## config.mk

```make
export PLATFORM = sky130hd
export DESIGN_NAME = rsi_back
export DESIGN_NICKNAME = d
export VERILOG_FILES = /design/src/hdl/rsi_pkg.sv /design/src/hdl/rsi_back.sv
export SDC_FILE = /design/constraint.sdc
export NUM_CORES = 2
export LEC_CHECK = 0
export CAP_MARGIN = 20
export CORE_ASPECT_RATIO = 2
export CORE_MARGIN = 1
export CORE_UTILIZATION = 40
export DETAILED_ROUTE_END_ITERATION = 8
export DONT_BUFFER_PORTS = 1
export GPL_TIMING_DRIVEN = 0
export PLACE_DENSITY = 0.51
export SETUP_SLACK_MARGIN = 0.5
export SYNTH_ARGS = -nofsm -noshare
export SYNTH_HDL_FRONTEND = slang
export SYNTH_SLANG_ARGS = --single-unit
```

## constraint.sdc

```tcl
create_clock -name clk -period 22.7 [get_ports clk]
set_input_delay 3.405 -clock clk [delete_from_list [all_inputs] [get_ports clk]]
set_output_delay 3.405 -clock clk [all_outputs]
set_load 0.005 [all_outputs]
```

## src/hdl/rsi_pkg.sv

```systemverilog
// ----------------------------------------------------------------------------
// rsi_pkg
// Shared types and constants for the ray/sphere intersection pipeline.
// ----------------------------------------------------------------------------
package rsi_pkg;

  localparam int FRAC_BITS_DEF = 16;
  localparam int CFG_IDX_W     = 3;
  localparam int CFG_DATA_W    = 32;
  localparam int H_W           = 53;   // d.(o-c), exact

  localparam logic [CFG_IDX_W-1:0] REG_CENTER_X = 3'd0;
  localparam logic [CFG_IDX_W-1:0] REG_CENTER_Y = 3'd1;
  localparam logic [CFG_IDX_W-1:0] REG_CENTER_Z = 3'd2;
  localparam logic [CFG_IDX_W-1:0] REG_RADIUS   = 3'd3;

  typedef struct packed {
    logic signed [31:0] o_x;
    logic signed [31:0] o_y;
    logic signed [31:0] o_z;
    logic signed [17:0] d_x;
    logic signed [17:0] d_y;
    logic signed [17:0] d_z;
  } rsi_ray_t;

  // sideband carried alongside the square root
  typedef struct packed {
    rsi_ray_t              ray;
    logic signed [H_W-1:0] h;
    logic                  miss;
  } rsi_side_t;

  typedef struct packed {
    logic signed [31:0] c_x;
    logic signed [31:0] c_y;
    logic signed [31:0] c_z;
    logic        [30:0] rad;
  } rsi_cfg_t;

endpackage

```

## src/hdl/rsi_back.sv

```systemverilog
// ----------------------------------------------------------------------------
// rsi_back
// Root selection, distance quantization and hit point, with saturation.
// ----------------------------------------------------------------------------
module rsi_back #(
  parameter int FRAC_BITS = rsi_pkg::FRAC_BITS_DEF,
  parameter int SW        = 53
) (
  input  logic               clk,
  input  logic               rst_n,
  input  logic               en,
  input  logic               in_v,
  input  logic [SW-1:0]      in_s,
  input  rsi_pkg::rsi_side_t in_side,
  output logic               out_v,
  output logic               out_hit,
  output logic [30:0]        out_dist,
  output logic signed [31:0] out_px,
  output logic signed [31:0] out_py,
  output logic signed [31:0] out_pz
);

  localparam int TW = SW + 3;

  logic v7_r, hit7_r;
  rsi_pkg::rsi_ray_t ray7_r;
  logic [30:0] tq7_r;
  logic v8_r, hit8_r;
  rsi_pkg::rsi_ray_t ray8_r;
  logic [30:0] tq8_r;
  logic signed [49:0] prx8_r, pry8_r, prz8_r;
  logic v9_r, hit9_r;
  logic [30:0] dist9_r;
  logic signed [31:0] px9_r, py9_r, pz9_r;

  logic signed [TW-1:0] s_e, h_e, t_far, t_near, t_sel;
  logic sat_t;

  assign s_e    = $signed(TW'(in_s));
  assign h_e    = TW'(in_side.h);
  assign t_far  = s_e - h_e;
  assign t_near = -h_e - s_e;
  assign t_sel  = (t_near > 0) ? t_near : t_far;
  assign sat_t  = |t_sel[TW-1:FRAC_BITS+31];

  function automatic logic signed [31:0] pt_sat(input logic signed [31:0] o,
                                                input logic signed [49:0] pr);
    logic signed [50:0] sum;
    sum = 51'(o) + 51'(pr >>> FRAC_BITS);
    if (sum > 51'sd2147483647) begin
      pt_sat = 32'sh7FFFFFFF;
    end else if (sum < -51'sd2147483648) begin
      pt_sat = 32'sh80000000;
    end else begin
      pt_sat = sum[31:0];
    end
  endfunction

  always_ff @(posedge clk) begin
    if (!rst_n) begin
      v7_r <= 1'b0;
      v8_r <= 1'b0;
      v9_r <= 1'b0;
    end else if (en) begin
      v7_r <= in_v;
      v8_r <= v7_r;
      v9_r <= v8_r;
    end
  end

  always_ff @(posedge clk) begin
    if (en) begin
      ray7_r <= in_side.ray;
      hit7_r <= !in_side.miss && (t_far > 0);
      tq7_r  <= sat_t ? 31'h7FFFFFFF : t_sel[FRAC_BITS+30:FRAC_BITS];

      ray8_r <= ray7_r;
      hit8_r <= hit7_r;
      tq8_r  <= tq7_r;
      prx8_r <= ray7_r.d_x * $signed({1'b0, tq7_r});
      pry8_r <= ray7_r.d_y * $signed({1'b0, tq7_r});
      prz8_r <= ray7_r.d_z * $signed({1'b0, tq7_r});

      hit9_r  <= hit8_r;
      dist9_r <= hit8_r ? tq8_r : '0;
      px9_r   <= hit8_r ? pt_sat(ray8_r.o_x, prx8_r) : '0;
      py9_r   <= hit8_r ? pt_sat(ray8_r.o_y, pry8_r) : '0;
      pz9_r   <= hit8_r ? pt_sat(ray8_r.o_z, prz8_r) : '0;
    end
  end

  assign out_v    = v9_r;
  assign out_hit  = hit9_r;
  assign out_dist = dist9_r;
  assign out_px   = px9_r;
  assign out_py   = py9_r;
  assign out_pz   = pz9_r;

endmodule

```

==> results.md <==
Clock tree:
- The H-tree depth is 2.
- The clock input transition at the sequential cells of the worst setup and hold paths is 0.07 ns.
- The maximum number of buffers from clock root to sink is 3.
- The TritonCTS clock tree is built.
- Clock latency on the worst-skew pair, taken at its later pin, is ~0.75 ns.
- The clock net in this run drives a total of 543 sinks.
- The post-CTS setup buffer count is 0.
- The total CTS buffers is 57.
- The number of gates resized after CTS was 0.
- For this design, the CTS-stage hold fixing added 0 buffers.
- The cell sitting at the root of the clock tree is a sky130_fd_sc_hd__clkbuf_16.

Worst setup path:
- Data on the critical path arrives at its endpoint at 10.65 ns.
- The worst setup path is captured at a register.
- At the worst endpoint, the required time is 23.14 ns.
- Together, buffers and inverters on the worst path number 5.
- The critical path's largest stage delay is 0.98 ns.
- The most common cell type on the critical path is sky130_fd_sc_hd__fa_1.
- In this run the worst path has a maximum fanout of 10.
- The critical-path cell with the highest stage delay is sky130_fd_sc_hd__clkbuf_1.
- The critical path is of the register to register type.
- STA classifies the critical path startpoint as a register.
- Counting buffers and inverters, the worst setup path is 25 cells deep.
- The depth of the worst register-to-register path is 25.
- In this design, the largest share of critical-path delay is due to adder cells.

Detailed routing:
- The first-pass iteration count of the detailed router is 5.
- After detailed routing, the number of remaining DRC violations is 0.
- The detailed-route wire length is 303 mm.
- After detailed routing, the number of vias per cell comes to 5.32.
- In the final routed layout, each cell accounts on average for 26.0 um.
- The total via count after detailed routing is roughly 62,000.
- The iteration-0 DRC count of the detailed router is ~3,800.
- The number of antenna-violating nets in the routed design is 0.

Global route:
- For this run the aggregate overflow at the end of global routing stands at 0.
- The maximum number of pins on one net before global-route repair is 544.
- Global routing consumed, over all layers together, between 20% and 30% of the routing resources.
- The number of global-route vias before repair is 67,600.
- The initial antenna violation count was 41.
- The first global-routing pass estimated roughly 440 mm of wire.

Synthesis:
- After synthesis, the largest area contributor takes up 33.4% of total cell area.
- The register bit total from synthesis is 543.
- The post-synthesis sequential area ratio is 19.5%.
- The prevailing post-synth register cell is sky130_fd_sc_hd__edfxtp_1.
- The netlist uses 100 different library cells.
- The synthesized netlist occupies a cell area of 83,500 um2.
- After synthesis, the most frequently instantiated cells are 1,845 x sky130_fd_sc_hd__inv_1, 1,394 x sky130_fd_sc_hd__fa_1, 1,058 x sky130_fd_sc_hd__nand2_1.
- Yosys attributes the largest share of cell area to sky130_fd_sc_hd__fa_1 33%, sky130_fd_sc_hd__edfxtp_1 19%, sky130_fd_sc_hd__ha_1 11%.
- Counting every net in the synthesized netlist gives 11,100.
- The most instantiated library cell after synthesis is sky130_fd_sc_hd__inv_1.
- A synthesized cell averages 9.53 um2.
- For this run, the number of Yosys warnings is 0.
- The cell count after synthesis is 8,760.
- The synthesized design spends more area on one cell type than any other, namely sky130_fd_sc_hd__fa_1.
- The number of enable flip-flop cells after synthesis is 540.
- The share of synthesized flip-flops with an asynchronous set or reset is 0%.

STA:
- The clock skew is 0.0641 ns.
- The transition at the pin with the smallest max-transition slack is between 1 and 1.5 ns.
- The aggregate negative setup slack is 0 ns.
- The worst path in the final design needs a cycle of 10.21 ns, including I/O delays and setup.
- The final-report max-slew violation count was 0.
- The setup-violating endpoint count in the final report is 0.
- Setup repair after global routing left no endpoint under its margin.
- The number of failing hold endpoints at the final stage is 0.
- Timing would allow up to between 90 and 100 MHz.
- Headroom to the max-slew limit came out at 14.3%.
- The final clock period utilization by the worst path is between 40% and 50%.

Floorplanning:
- The number of standard-cell rows in the floorplan is 236.
- The vertical die dimension is 648 um.
- The full die area is around 210,000 um2.
- In this run the horizontal extent of the chip is 325 um.
- The I/O pin count is around 400.
- For this configuration, the core starts out at a cell density of between 40 and 50%.
- The region available for standard cell placement spans ~210,000 um2.

Run status:
- The run finished with clean final reports.

Placement:
- The congestion estimate from routability-driven global placement came to 1.00.
- Port buffering added 0 buffers.
- Once detailed placement completed, the half-perimeter wirelength came to 256 mm.
- The post-placement cell area is ~88,000 um2.

Hold path:
- The class of the tightest hold or removal check is register to register.
- The worst hold path passes through 0 cells.

Layout:
- The area added between synthesis and finish is 7.40%.
- The share of layout cells above drive strength 1 is between 2 and 2.5%.
- The final layout contains 11,200 nets.
- Once layout is done, the placed cells without fillers occupy 89,700 um2.

Job:
- The number of max-capacitance violations reported is 0.
sequential cells by signal, summed over array words and instances, names as in the netlist, 32 cells and up:
signal and flops:
out_py 32, ray7_r 150, pry8_r 34, ray8_r 96
prz8_r 34, out_px 32, out_pz 32, prx8_r 34
final timing paths:
check | start | slack (ns) | to
worst min register to register | ray7_r[144]$_DFFE_PP_ | 0.41 | ray8_r[144]$_DFFE_PP_
worst max register to register | tq7_r[12]$_SDFFCE_PP1P_ | 12.49 | pry8_r[48]$_DFFE_PP_
worst min-delay path | ray7_r[144]$_DFFE_PP_ | 0.41 | ray8_r[144]$_DFFE_PP_
worst max-delay path | tq7_r[12]$_SDFFCE_PP1P_ | 12.49 | pry8_r[48]$_DFFE_PP_
placed cells by master, fill, tap and decap left out, types with 58 or more instances in the layout:
cell type	n
sky130_fd_sc_hd__inv_1	1845
sky130_fd_sc_hd__fa_1	1394
sky130_fd_sc_hd__nand2_1	1058
sky130_fd_sc_hd__and2_1	735
sky130_fd_sc_hd__ha_1	723
sky130_fd_sc_hd__edfxtp_1	540
sky130_fd_sc_hd__clkbuf_1	412
sky130_fd_sc_hd__nor2_1	318
sky130_fd_sc_hd__a21oi_1	253
sky130_fd_sc_hd__xnor2_1	177
sky130_fd_sc_hd__a21o_1	174
sky130_fd_sc_hd__o21ai_0	159
sky130_fd_sc_hd__nand3_1	69
sky130_fd_sc_hd__nor3_1	68
sky130_fd_sc_hd__nand2b_1	62
sky130_fd_sc_hd__xor2_1	59
sky130_fd_sc_hd__clkbuf_16	58
metrics by stage:
step / hold WS, ns / setup slack, ns / util, % / cells
2_1_floorplan: 0.400 / 15.23 / - / 8760
3_3_place_gp: 0.402 / 12.45 / 42.0 / 11500
3_5_place_dp: 0.405 / 12.70 / 42.3 / 11500
4_1_cts: 0.411 / 12.65 / 43.2 / 11600
5_1_grt: 0.417 / 12.21 / 43.3 / 11700
6_report: 0.411 / 12.49 / 43.3 / 11700
layer usage:
metal  GRT usage (%)  share of wire (%)
met3            4.61                5.1
met1            27.8                 32
met5               0              0.058
met4            24.9                 10
met2            53.8                 53
cells by family after synthesis:
group / after synthesis / share of synthesized area, %
buf+inv: 2273 / 10.3
flops: 543 / 19.5
compound gates: 999 / 8.01
fa+ha+maj: 2117 / 44.3
mux: 48 / 0.593
simple gates: 2544 / 14.9
xor+xnor: 236 / 2.48
worst reg2reg max path, delay by kind of cell (launching register included):
family	cells	cell delay [ns]
AO/OA/AOI/OAI	9	3.13
flip-flops	1	0.53
XOR/XNOR	1	0.58
buffers and inverters	5	1.79
AND/OR/NAND/NOR	3	0.49
adder cells (fa/ha/maj)	7	3.39
cell type report:
cell class              instances  area (um2)
fillers                     20400      117000
plain buffers                 427        1670
clock inverters                36         370
repair buffers                 50         836
well taps                    2737        3420
multi-input cells            5944       58600
inverters                    1846        6930
clock buffers                  70        1500
diodes                         17        42.5
flip-flops and latches        543       16300
Power is left out: the tool's default activity adds up to more than one toggle a clock period on the data nets, which glitch-free logic cannot reach.
